<file path="src/periodic_bspline_sampler_assert.svh">
// ----------------------------------------------------------------------------
// Assertion macros for the periodic B-spline sampler
// Short forms for clocked implications on clk with arst_n as the disable.
// ----------------------------------------------------------------------------
`ifndef PERIODIC_BSPLINE_SAMPLER_ASSERT_SVH
`define PERIODIC_BSPLINE_SAMPLER_ASSERT_SVH

// The consequent must hold in the same cycle as the antecedent.
`define PBS_ASSERT_THEN(label, ante, cons, msg) \
	label: assert property (@(posedge clk) disable iff (!arst_n) (ante) |-> (cons)) \
		else $error(msg);

// The consequent must hold in the cycle after the antecedent.
`define PBS_ASSERT_NEXT(label, ante, cons, msg) \
	label: assert property (@(posedge clk) disable iff (!arst_n) (ante) |=> (cons)) \
		else $error(msg);

`endif

</file>
<file path="src/pbs_pkg.sv">
// ----------------------------------------------------------------------------
// pbs_pkg
// Types, codes and helpers shared by the periodic B-spline sampler modules.
// ----------------------------------------------------------------------------
`timescale 1ns / 1ps
`default_nettype none

package pbs_pkg;

	localparam int MAX_CONTROLS_DEF = 64;
	localparam int T_FRAC_BITS_DEF  = 16;

	localparam int COORD_W = 24;
	localparam int IDX_W   = 16;
	localparam int NS_W    = 16;
	localparam logic [NS_W-1:0] NS_RESET = 16'd256;

	// Final divide by six: offset to make the value positive, then a
	// multiply by the rounded-up reciprocal 2^31/6.
	localparam int ROUND_OFS_EXP = 25;
	localparam int RECIP_SHIFT   = 31;
	localparam int RECIP_SIX     = 357913942;

	localparam logic OP_LOAD   = 1'b0;
	localparam logic OP_SAMPLE = 1'b1;

	typedef enum logic [1:0] {
		STS_OK    = 2'd0,
		STS_FEW   = 2'd1,
		STS_RANGE = 2'd2,
		STS_OVF   = 2'd3
	} status_t;

	typedef struct packed {
		logic                       opcode;
		logic                       start_new;
		logic signed [COORD_W-1:0]  coord_y;
		logic signed [COORD_W-1:0]  coord_x;
		logic [IDX_W-1:0]           sample_index;
	} in_item_t;

	typedef struct packed {
		logic signed [COORD_W-1:0]  point_y;
		logic signed [COORD_W-1:0]  point_x;
		logic [1:0]                 status;
	} out_item_t;

	typedef enum logic [2:0] {
		MUL_NONE, MUL_KN, MUL_TT, MUL_T2T, MUL_WY, MUL_WX, MUL_RY, MUL_RX
	} mul_sel_t;

	typedef enum logic [2:0] {
		CAP_NONE, CAP_G, CAP_T2, CAP_T3, CAP_ACCY, CAP_ACCX, CAP_RESY, CAP_RESX
	} cap_t;

	typedef enum logic [4:0] {
		ST_IDLE, ST_MULG, ST_DLOAD, ST_DIV, ST_SQ, ST_T2, ST_CB, ST_T3, ST_WGT,
		ST_RD, ST_MY, ST_MX, ST_AX, ST_RY, ST_RX, ST_RXC, ST_FIN
	} state_t;

	typedef struct packed {
		logic       load;
		logic       start;
		mul_sel_t   mul_sel;
		cap_t       cap;
		logic       div_step;
		logic       wgt_load;
		logic       rd;
		logic [1:0] lane;
		logic       out_load;
	} cmd_t;

	typedef struct packed {
		logic is_sample;
		logic in_err;
	} sts_t;

	// Clamp a 28-bit signed value into the 24-bit coordinate range.
	function automatic logic signed [COORD_W-1:0] sat24(input logic signed [27:0] v);
		logic signed [27:0] hi;
		logic signed [27:0] lo;
		hi = 28'sd8388607;
		lo = -28'sd8388608;
		if (v > hi) begin
			return hi[COORD_W-1:0];
		end else if (v < lo) begin
			return lo[COORD_W-1:0];
		end
		return v[COORD_W-1:0];
	endfunction

endpackage

`default_nettype wire

</file>
<file path="src/pbs_ctrl.sv">
// ----------------------------------------------------------------------------
// pbs_ctrl
// Controller: sequences loads and samples through the datapath.
// ----------------------------------------------------------------------------
`timescale 1ns / 1ps
`default_nettype none

`include "periodic_bspline_sampler_assert.svh"

module pbs_ctrl #(
	parameter int MAX_CONTROLS = pbs_pkg::MAX_CONTROLS_DEF,
	parameter int T_FRAC_BITS  = pbs_pkg::T_FRAC_BITS_DEF
) (
	input  wire logic          clk,
	input  wire logic          arst_n,
	input  wire logic          in_valid,
	output logic               in_ready,
	output logic               out_valid,
	input  wire logic          out_ready,
	input  wire pbs_pkg::sts_t sts,
	output pbs_pkg::cmd_t      cmd
);
	import pbs_pkg::*;

	localparam int CW        = $clog2(MAX_CONTROLS + 1);
	localparam int DIV_STEPS = IDX_W + CW + T_FRAC_BITS;
	localparam int CNTW      = $clog2(DIV_STEPS);
	localparam logic [CNTW-1:0] DIV_LAST  = CNTW'(DIV_STEPS - 1);
	localparam logic [CNTW-1:0] LANE_LAST = CNTW'(3);

	state_t state_q;
	state_t state_nxt;
	logic [CNTW-1:0] cnt_q;
	logic out_valid_q;
	logic in_fire;
	logic out_free;

	assign in_ready  = (state_q == ST_IDLE);
	assign in_fire   = in_valid && in_ready;
	assign out_free  = !out_valid_q || out_ready;
	assign out_valid = out_valid_q;

	// Next state.
	always_comb begin
		state_nxt = state_q;
		case (state_q)
			ST_IDLE: begin
				if (in_fire && sts.is_sample) begin
					state_nxt = sts.in_err ? ST_FIN : ST_MULG;
				end
			end
			ST_MULG:  state_nxt = ST_DLOAD;
			ST_DLOAD: state_nxt = ST_DIV;
			ST_DIV: begin
				if (cnt_q == DIV_LAST) begin
					state_nxt = ST_SQ;
				end
			end
			ST_SQ:  state_nxt = ST_T2;
			ST_T2:  state_nxt = ST_CB;
			ST_CB:  state_nxt = ST_T3;
			ST_T3:  state_nxt = ST_WGT;
			ST_WGT: state_nxt = ST_RD;
			ST_RD:  state_nxt = ST_MY;
			ST_MY:  state_nxt = ST_MX;
			ST_MX:  state_nxt = ST_AX;
			ST_AX: begin
				state_nxt = (cnt_q == LANE_LAST) ? ST_RY : ST_RD;
			end
			ST_RY:  state_nxt = ST_RX;
			ST_RX:  state_nxt = ST_RXC;
			ST_RXC: state_nxt = ST_FIN;
			ST_FIN: begin
				if (out_free) begin
					state_nxt = ST_IDLE;
				end
			end
			default: state_nxt = ST_IDLE;
		endcase
	end

	// Commands to the datapath.
	always_comb begin
		cmd          = '0;
		cmd.mul_sel  = MUL_NONE;
		cmd.cap      = CAP_NONE;
		cmd.lane     = cnt_q[1:0];
		case (state_q)
			ST_IDLE: begin
				cmd.load  = in_fire && !sts.is_sample;
				cmd.start = in_fire && sts.is_sample;
			end
			ST_MULG:  cmd.mul_sel = MUL_KN;
			ST_DLOAD: cmd.cap = CAP_G;
			ST_DIV:   cmd.div_step = 1'b1;
			ST_SQ:    cmd.mul_sel = MUL_TT;
			ST_T2:    cmd.cap = CAP_T2;
			ST_CB:    cmd.mul_sel = MUL_T2T;
			ST_T3:    cmd.cap = CAP_T3;
			ST_WGT:   cmd.wgt_load = 1'b1;
			ST_RD:    cmd.rd = 1'b1;
			ST_MY:    cmd.mul_sel = MUL_WY;
			ST_MX: begin
				cmd.mul_sel = MUL_WX;
				cmd.cap     = CAP_ACCY;
			end
			ST_AX:    cmd.cap = CAP_ACCX;
			ST_RY:    cmd.mul_sel = MUL_RY;
			ST_RX: begin
				cmd.mul_sel = MUL_RX;
				cmd.cap     = CAP_RESY;
			end
			ST_RXC:   cmd.cap = CAP_RESX;
			ST_FIN:   cmd.out_load = out_free;
			default: begin
			end
		endcase
	end

	// State, step counter and output valid.
	always_ff @(posedge clk or negedge arst_n) begin
		if (!arst_n) begin
			state_q     <= ST_IDLE;
			cnt_q       <= '0;
			out_valid_q <= 1'b0;
		end else begin
			state_q <= state_nxt;
			if (state_q == ST_DLOAD || state_q == ST_WGT) begin
				cnt_q <= '0;
			end else if (state_q == ST_DIV || state_q == ST_AX) begin
				cnt_q <= cnt_q + CNTW'(1);
			end
			if (cmd.out_load) begin
				out_valid_q <= 1'b1;
			end else if (out_ready) begin
				out_valid_q <= 1'b0;
			end
		end
	end

	// Checks.
	`PBS_ASSERT_NEXT(a_out_loaded, cmd.out_load, out_valid_q, "result loaded but not shown")
	`PBS_ASSERT_NEXT(a_div_done, state_q == ST_DIV && cnt_q == DIV_LAST, state_q == ST_SQ, "divider overran")
	`PBS_ASSERT_NEXT(a_load_idle, in_fire && !sts.is_sample, state_q == ST_IDLE, "load left idle")

endmodule

`default_nettype wire

</file>
<file path="config.mk">
export PLATFORM = sky130hd
export DESIGN_NAME = pbs_ctrl
export DESIGN_NICKNAME = d
export VERILOG_FILES = /design/src/pbs_pkg.sv /design/src/pbs_ctrl.sv
export VERILOG_INCLUDE_DIRS = /design/src /design/src/src
export SDC_FILE = /design/constraint.sdc
export NUM_CORES = 1
export LEC_CHECK = 0
export ABC_CLOCK_PERIOD_IN_PS = 2300
export BUFFER_PORTS_ARGS = -buffer_cell sky130_fd_sc_hd__clkbuf_2
export CAP_MARGIN = 0
export CORE_MARGIN = 4
export CORE_UTILIZATION = 50
export DETAILED_ROUTE_END_ITERATION = 10
export PLACE_DENSITY = 0.75
export SETUP_SLACK_MARGIN = 0.5
export SYNTH_ARGS = -nofsm -noshare
export SYNTH_HDL_FRONTEND = slang
export SYNTH_SLANG_ARGS = --single-unit
export TNS_END_PERCENT = 1
</file>
<file path="constraint.sdc">
create_clock -name clk -period 2.3 [get_ports clk]
set_clock_uncertainty 0.2 [all_clocks]
set_input_delay 0.23 -clock clk [delete_from_list [all_inputs] [get_ports clk]]
set_output_delay 0.23 -clock clk [all_outputs]
set_load 0.01 [all_outputs]
</file>
After elaboration in Yosys (flattened, before gate mapping)

Index checks and enable logic that the tools add are counted.

Eq/ne operators: 21
Multiplexer cells: 17
$add $sub $neg: 1
Reduce and logical (&&, ||, !) cells: 12

Operator list:

| operator                                                               | number |
|---|---|
| 5-bit case mux with 17 select lines                                    | 1 |
| 3-bit case mux with 7 select lines                                     | 2 |
| 5-bit by 4-bit equality test with 1-bit output (second input constant) | 8 |
| 5-bit by 3-bit equality test with 1-bit output (second input constant) | 4 |
| 5-bit two-way mux                                                      | 4 |
| 6-bit two-way mux                                                      | 2 |
| 5-bit by 2-bit equality test with 1-bit output (second input constant) | 2 |
| 6-bit by 1-bit adder with 6-bit output (second input constant)         | 1 |
| 6-bit by 2-bit equality test with 1-bit output (second input constant) | 1 |
| 6-bit equality test (second input constant)                            | 1 |
| 1-bit two-way mux                                                      | 6 |
| 5-bit by 1-bit equality test with 1-bit output (second input constant) | 1 |
| 5-bit equality test (second input constant)                            | 1 |
| 5-bit logical NOT                                                      | 1 |
| 2-bit != test (second input constant)                                  | 2 |
| 2-bit nonzero test                                                     | 2 |
| 1-bit logical AND                                                      | 3 |
| 1-bit logical OR                                                       | 3 |
| 3-bit two-way mux                                                      | 1 |
| 3-bit AND reduction                                                    | 1 |
| 1-bit logical NOT                                                      | 2 |
| 2-bit two-way mux                                                      | 1 |
| 2-bit by 1-bit != test with 1-bit output (second input constant)       | 1 |

Output and inout port bits: 16
Bits of input ports: 6
Flip-flop bits (word level): 12
Word-level logic and storage cells: 54

Longest topological paths before layout

Gate-level depths: netlist (run 1).

Depth in word-level cells: 5
Depth in mapped cells: 5
Depth with buffers taken out: 5

Worst setup path after synthesis (run 1)

No wires, ideal clock.

Path type: register -> register
Start point: register state_q[0]
End point: register cnt_q[2]
Buffers on the path: 0
Data required time: 1.980 ns
Path slack: 0.569 ns
Cell stages (with the launch flop): 5
Clock period less this slack: 1.731 ns
Arrival time: 1.411 ns
Setup time: 0.120 ns
Cell sequence: dfrtp_1 nand4bb_2 a21oi_2 a211oi_1 a31o_2

Word-level cells in the longest chain between the ends: 3
Elaborated cells between the ends (all ways): 8
Those cells by class: eq/ne (4); mux (1); reduce/logical (3)

RTL lines:

| element                                                                      | line                             | text |
|---|---|---|
| from (decl)                                                                  | pbs_ctrl.sv:31                   | `state_t state_q;` |
| from (signal assigned)                                                       | pbs_ctrl.sv:127                  | `state_q <= state_nxt;` |
| 5-bit by 2-bit equality test with 1-bit output, or another cell as far along | pbs_ctrl.sv:128                  | `if (state_q == ST_DLOAD \|\| state_q == ST_WGT) begin` |
| 1-bit logical OR, on equally long branches                                   | pbs_ctrl.sv:128, pbs_ctrl.sv:130 |  |
| 6-bit two-way mux or 2-bit nonzero test (tied branches)                      | -                                |  |
| to (signal assigned)                                                         | pbs_ctrl.sv:131                  | `cnt_q <= cnt_q + CNTW'(1);` |
| to (decl)                                                                    | pbs_ctrl.sv:33                   | `logic [CNTW-1:0] cnt_q;` |

Several ways; a longest one is shown, not always the timed one.
A chain may end at the register's enable or synchronous reset.

==> qor.yml, run 1 <==
timing:
  slew_viol_final: 0
  tns_ps: 0
  rsz0062_at_grt: "yes"
  holdWs_ps: 40.00
  min_period_ps: 1889
  worstMarginPinSlew_ps: 309.6
  finalHoldViolCount: 0
  max_freq_mhz: 529.3
  setup_viol: 0
  relSlewSlack: 0.7936
  period_share: 0.8214
finish:
  num-nets-final: 147
  area_delta_synth_final_pct: 33.60
  final_layout_size_suffix_gt1_frac: 0.4420
  diodes: 0
global_routing:
  grt_max_degree: 16
  antenna_found_initial: 0
  grt_use_total: 0.2030
  grt_pass1_vias: 914
  grt_pass1_wl_um: 3995
  overflow: 0
synth:
  netlist_top_cells_area: "dfrtp_1 32%, xnor2_1 7.5%, nor2_1 6.0%"
  yosysUniqueCellTypes: 34
  syn_inst: 106
  yosys.area.top_type: "dfrtp_1"
  synth_top_area_frac: 0.3213
  synthArstFlopShare: 1.000
  synth_warnings: 0
  synth-main-ff-cell: "dfrtp_1"
  syn_nets: 114
  synth_edf_count: 0
  ys_seq_elements: 12
  yosysMostFrequentCell: "nor2_1"
  netlist_area_um2: 934.6
  synthTopCellsByCount: "15 x nor2_1, 12 x dfrtp_1, 8 x xnor2_1"
  synth_seq_area_share: 0.3213
  avgSynthCellArea_um2: 8.817
power:
  switching_share: 0.4749
  p_leak_nw: 0.5336
  total_power_w: 0.001777
  clock_power_share: 0.095
  p_comb_frac: 0.679
  p_switching_w: 0.0008438
  vdd_drop_max_mv: 0.8956
  powerDensity_nw_per_um2: 1423
  internal-power_w: 0.0009330
  power_frac_seq: 0.225
routing:
  wirelength_um: 2457
  vias: 920
  drtAntennaViolNets: 0
  wl_per_cell_um: 15.07
  firstDrtPassIters: 5
  post-route-drc-count: 0
  avgViaCountPerCell: 5.644
  first_iter_violations: 24
place:
  dpl.hpwl_um: 1607
  gp_congestion: 0.8037
  numPortBuffers: 21
min_path:
  min_path_type: "in2reg"
  min-delay-start: "out_ready"
  hold_depth: 3
  hold_end: "out_valid$_DFFE_PN0P_"
clock_tree:
  clk_pin_slew_worst_paths_ps: 70
  cts_max_path_buffers: 2
  cts_root_buffer: "clkbuf_4"
  clkLatencyLatePin_ps: 280
  numCtsBuffers: 3
  clock_sinks: 12
  tritoncts: "done"
  htreeDepth: 1
floorplan:
  row_count: 15
  die_h_um: 51.24
  initial_core_util: 0.5355
  fp.dieW_um: 51.24
  core_um2: 1745
  die_area_um2: 2625
  io_pins: 22
run_status:
  status: "completed"
critical_path:
  rrSetupSlack_ps: 430
  path_max_fanout: 6
  cp-start-kind: "flip-flop"
  r2r_cells: 5
  crit_required_ps: 1870
  cp_slowest_cell: "dfrtp_2"
  worstSetupPathType: "reg2out"
  cp-end-kind: "output pin"
  rr_startpoint: "state_q[3]$_DFFE_PN0P_"
  arrival_ps: 1460
  timing.rr.end: "cnt_q[2]$_DFFE_PN0P_"
  crit_path_max_incr_delay_ps: 440
  crit_chain: "or2_4 -> nor2_4 -> nand2_2 -> nor3b_2 -> buf_2"
run:
  maxCapViolations: 0
[what timing repair did]
item / CTS / global route
endpoints found under the hold margin: 12 / 0
endpoints found under the setup margin: 19 / 19
resized for setup: 18 / 6
hold buffers: 1 / 0
pin swaps: 1 / 3
buffers inserted: 7 / 3
[routing by layer]
metal	global-route usage	routed length, um
met1	0.2491	1108
met2	0.3541	1165
met3	0.03499	115
met4	0.07424	68
met5	0	0
[power groups by stage]
stage | Clock, W | Sequential [W] | Combinational, W
after floorplan | 0 | 0.000365 | 0.000730
after global placement | 0 | 0.000447 | 0.000877
after detailed placement | 0 | 0.000456 | 0.000894
after CTS | 0.000173 | 0.000402 | 0.00114
after global routing | 0.000189 | 0.000415 | 0.00131
final | 0.000169 | 0.000401 | 0.00121
[critical path, delay by kind of cell, from the launching register on]
family        cells  cell delay (ps)
simple gates      4              600
flops             1              440
buf+inv           1              140
[through the flow]
step	setup WS [ps]	instances	util	instance area, um2
after global placement	408.9	148	0.6086	1062
after CTS	404.0	160	0.6953	1214
after global routing	325.5	163	0.7154	1249
after floorplan	569.0	106	-	934.6
after detailed placement	356.3	148	0.6086	1062
final	410.8	163	0.7154	1249
[final cells by class]
class | count | area [um2]
flip-flops and latches | 12 | 306.5
multi-input cells | 80 | 624.3
fillers | 134 | 496.7
repair buffers | 36 | 227.7
well taps | 25 | 31.28
clock buffers | 4 | 36.28
inverters | 6 | 22.52
[state kept, by name, summed over array words and instances (netlist names)]
name and flops:
state_q 5, cnt_q 6, out_valid 1
[how the worst max path moves through the flow]
stage,from,to,slack [ps]
6_report,state_q[3]$_DFFE_PN0P_,cmd[13],410
5_1_grt,state_q[3]$_DFFE_PN0P_,cmd[6],330
4_1_cts,state_q[2]$_DFFE_PN0P_,cmd[13],400
3_5_place_dp,state_q[2]$_DFFE_PN0P_,cnt_q[2]$_DFFE_PN0P_,360
3_3_place_gp,state_q[1]$_DFFE_PN0P_,cnt_q[2]$_DFFE_PN0P_,410
2_1_floorplan,state_q[0]$_DFFE_PN0P_,cmd[3],570
[cell families (layout without fill, tap and decap cells)]
logic type,after synthesis,in the layout,synth area share
adder cells (fa/ha/maj),2,2,0.02677
flip-flops,12,12,0.3213
XOR/XNOR,8,8,0.07497
AND/OR/NAND/NOR,45,45,0.2838
AO/OA/AOI/OAI,24,24,0.2169
multiplexers,1,1,0.01071
buffers and inverters,14,46,0.06559
[layout by cell type (no fill, tap or decap), types with 2 or more instances in the layout]
master / count
clkbuf_2: 18
nor2_1: 12
buf_4: 12
xnor2_1: 8
dfrtp_1: 7
nand2_1: 6
inv_1: 5
a21oi_1: 5
dfrtp_2: 5
a211oi_1: 4
nand2b_1: 3
nor4_1: 3
clkbuf_4: 3
buf_2: 3
nor3_1: 2
nand4bb_4: 2
a21oi_2: 2
nor3b_1: 2
nor2_4: 2
a31oi_1: 2
o21a_1: 2
nand3_1: 2
o21ai_0: 2
nand4_1: 2
a2111oi_4: 2
ha_1: 2
buf_6: 2
Power figures use the tool's default switching activity.
==> run 2: changes to the inputs <==
--- a/config.mk
+++ b/config.mk
@@ -6,13 +6,14 @@
 export SDC_FILE = /design/constraint.sdc
 export NUM_CORES = 1
 export LEC_CHECK = 0
-export ABC_CLOCK_PERIOD_IN_PS = 2300
+export ABC_AREA = 1
+export ABC_CLOCK_PERIOD_IN_PS = 1600
 export BUFFER_PORTS_ARGS = -buffer_cell sky130_fd_sc_hd__clkbuf_2
 export CAP_MARGIN = 0
 export CORE_MARGIN = 4
-export CORE_UTILIZATION = 50
+export CORE_UTILIZATION = 47
 export DETAILED_ROUTE_END_ITERATION = 10
-export PLACE_DENSITY = 0.75
+export PLACE_DENSITY = 0.74
 export SETUP_SLACK_MARGIN = 0.5
 export SYNTH_ARGS = -nofsm -noshare
 export SYNTH_HDL_FRONTEND = slang
==> constraint.sdc (replaced) <==
create_clock -name clk -period 1.6 [get_ports clk]
set_clock_uncertainty 0.2 [all_clocks]
set_input_delay 0.16 -clock clk [delete_from_list [all_inputs] [get_ports clk]]
set_output_delay 0.16 -clock clk [all_outputs]
set_load 0.01 [all_outputs]
==> qor.yml, run 2 <==
clock_tree:
  clock_sinks: 12
  cts_root_buffer: "clkbuf_4"
  htreeDepth: 1
  numCtsBuffers: 3
  tritoncts: "done"
  cts_max_path_buffers: 2
  clkLatencyLatePin_ps: 290
  clk_pin_slew_worst_paths_ps: 90
global_routing:
  overflow: 0
  grt_use_total: 0.2203
  antenna_found_initial: 0
  grt_pass1_vias: 1054
  grt_pass1_wl_um: 4485
  grt_max_degree: 13
power:
  vdd_drop_max_mv: 0.2678
  powerDensity_nw_per_um2: 388.9
  p_leak_nw: 0.7505
  total_power_w: 0.0005376
routing:
  drtAntennaViolNets: 0
  wirelength_um: 3162
  vias: 1186
  post-route-drc-count: 0
  wl_met2_um: 1542
  routed-wl-met3_um: 197
  avgViaCountPerCell: 5.465
  top_layer: "met4"
  firstDrtPassIters: 4
  wl_per_cell_um: 14.57
  first_iter_violations: 48
  wl_met1_um: 1291
synth:
  synth_warnings: 0
  synth_top_area_frac: 0.3081
  synthArstFlopShare: 1.000
  yosys.area.top_type: "dfrtp_1"
  syn_inst: 151
  syn_nets: 159
  synth-main-ff-cell: "dfrtp_1"
  netlist_top_cells_area: "dfrtp_1 31%, nand2_1 17%, nor2_1 8.9%"
  synthTopCellsByCount: "44 x nand2_1, 23 x nor2_1, 14 x inv_1"
  netlist_area_um2: 974.7
  yosysMostFrequentCell: "nand2_1"
  avgSynthCellArea_um2: 6.455
  yosysUniqueCellTypes: 21
  ys_seq_elements: 12
  synth_seq_area_share: 0.3081
  synth_edf_count: 0
run:
  maxCapViolations: 0
finish:
  num-nets-final: 199
  diodes: 0
  final_core_util: 0.7047
  mostFrequentLayoutCells: "38 x nand2_1, 15 x nor2_1, 13 x inv_1, 13 x clkbuf_2"
  final_layout_size_suffix_gt1_frac: 0.4579
  area_delta_synth_final_pct: 41.85
  largest_reg_flops: 6
  largest_register: "cnt_q"
  final_common_cell: "nand2_1"
place:
  dpl.hpwl_um: 1986
  pre_cts_ws_ps: -11.46
  numPortBuffers: 21
  gp_congestion: 0.9273
floorplan:
  row_count: 16
  die_area_um2: 2867
  core_um2: 1962
  die_h_um: 53.54
  io_pins: 22
  fp.dieW_um: 53.54
  initial_core_util: 0.4968
min_path:
  min_path_type: "in2reg"
critical_path:
  path_max_fanout: 7
  cp_slowest_cell: "dfrtp_2"
  arrival_ps: 1570
  cp-end-kind: "output pin"
  crit_chain: "inv_1 -> nand2_1 -> nor2_2 -> o21ai_2 -> nand3_1 -> clkbuf_2"
  cp_top_family: "flip-flops"
  crit_path_max_incr_delay_ps: 510
  rrSetupSlack_ps: -90
  worstSetupPathType: "reg2out"
  cp-start-kind: "flip-flop"
  crit_buf_inv: 2
  crit_required_ps: 1240
timing:
  layout_setup_ws_ps: -332.8
  relSlewSlack: 0.7847
  rsz0062_at_grt: "yes"
  max_freq_mhz: 517.4
  min_period_ps: 1933
  finalHoldViolCount: 0
  setup_viol: 19
  period_share: 1.208
  slew_viol_final: 0
  worstMarginPinSlew_ps: 322.9
run_status:
  violations: "negative setup slack"
  status: "complete, but fails checks"
## run 2: worst paths after layout
path | startpoint | to | depth (start not counted)
setup / recovery | state_q[1]$_DFFE_PN0P_ | cmd[6] | 6
hold / removal | sts[0] | state_q[4]$_DFFE_PN0P_ | 5
setup reg to reg | state_q[1]$_DFFE_PN0P_ | cnt_q[1]$_DFFE_PN0P_ | 8
hold reg to reg | cnt_q[5]$_DFFE_PN0P_ | cnt_q[5]$_DFFE_PN0P_ | 2
max in group asynchronous | arst_n | state_q[3]$_DFFE_PN0P_ | 2
min in group asynchronous | arst_n | out_valid$_DFFE_PN0P_ | 2
## run 2: tightest hold or removal path: cells and delay by family
family	cells	cell delay (ps)
buffers and inverters	2	160
AND/OR/NAND/NOR	2	110
AO/OA/AOI/OAI	1	90
## run 2: where the power goes
| part | internal [W] | switching [W] | total [W] |
|---|---|---|---|
| clock network | 0.0000971 | 0.000118 | 0.000215 |
| registers | 0.000303 | 0.0000000000000000000495 | 0.000303 |
| logic | 0.00000799 | 0.0000121 | 0.0000201 |
## run 2: kinds of logic (layout without fill, tap and decap cells)
| group | after synthesis | after routing | share of synthesized area |
|---|---|---|---|
| AOI/OAI and AO/OA | 11 | 11 | 0.05904 |
| xor gates and xnor gates | 1 | 1 | 0.008988 |
| adders and majority gates | 2 | 2 | 0.02567 |
| buffers and inverters | 22 | 61 | 0.09242 |
| DFF | 12 | 12 | 0.3081 |
| and+or+nand+nor | 103 | 103 | 0.5058 |
## run 2: timing repair
item                       in CTS  in global routing
setup endpoints to repair      28                 28
pin swaps                       8                  3
resized for setup              21                 24
hold endpoints to repair       14                  0
hold buffers                    2                  0
buffers inserted                5                  3
## run 2: per-stage QoR
step | hold WS [ps] | std cells | instance area, um2 | setup TNS (ps)
after floorplan | -335.6 | 151 | 996.0 | 0
after global placement | -134.2 | 203 | 1165 | -22.37
after detailed placement | -130.3 | 203 | 1165 | -11.46
after CTS | 42.96 | 214 | 1304 | -1644
after global routing | 82.94 | 217 | 1383 | -3887
final | 61.29 | 217 | 1383 | -2913
## run 2: metal layers
layer | track usage | up-vias
met2 | 0.3633 | 64
met5 | 0 | -
met1 | 0.2713 | 547
met3 | 0.04709 | 17
li1 | - | 558
met4 | 0.1064 | 0
## run 2: layout make-up
class / instances / area (um2)
clock buffer: 4 / 26.28
fill: 160 / 579.3
inverter: 20 / 80.08
multi-input combinational: 117 / 690.7
sequential: 12 / 307.8
tap: 27 / 33.78
timing repair buffer: 37 / 244.0
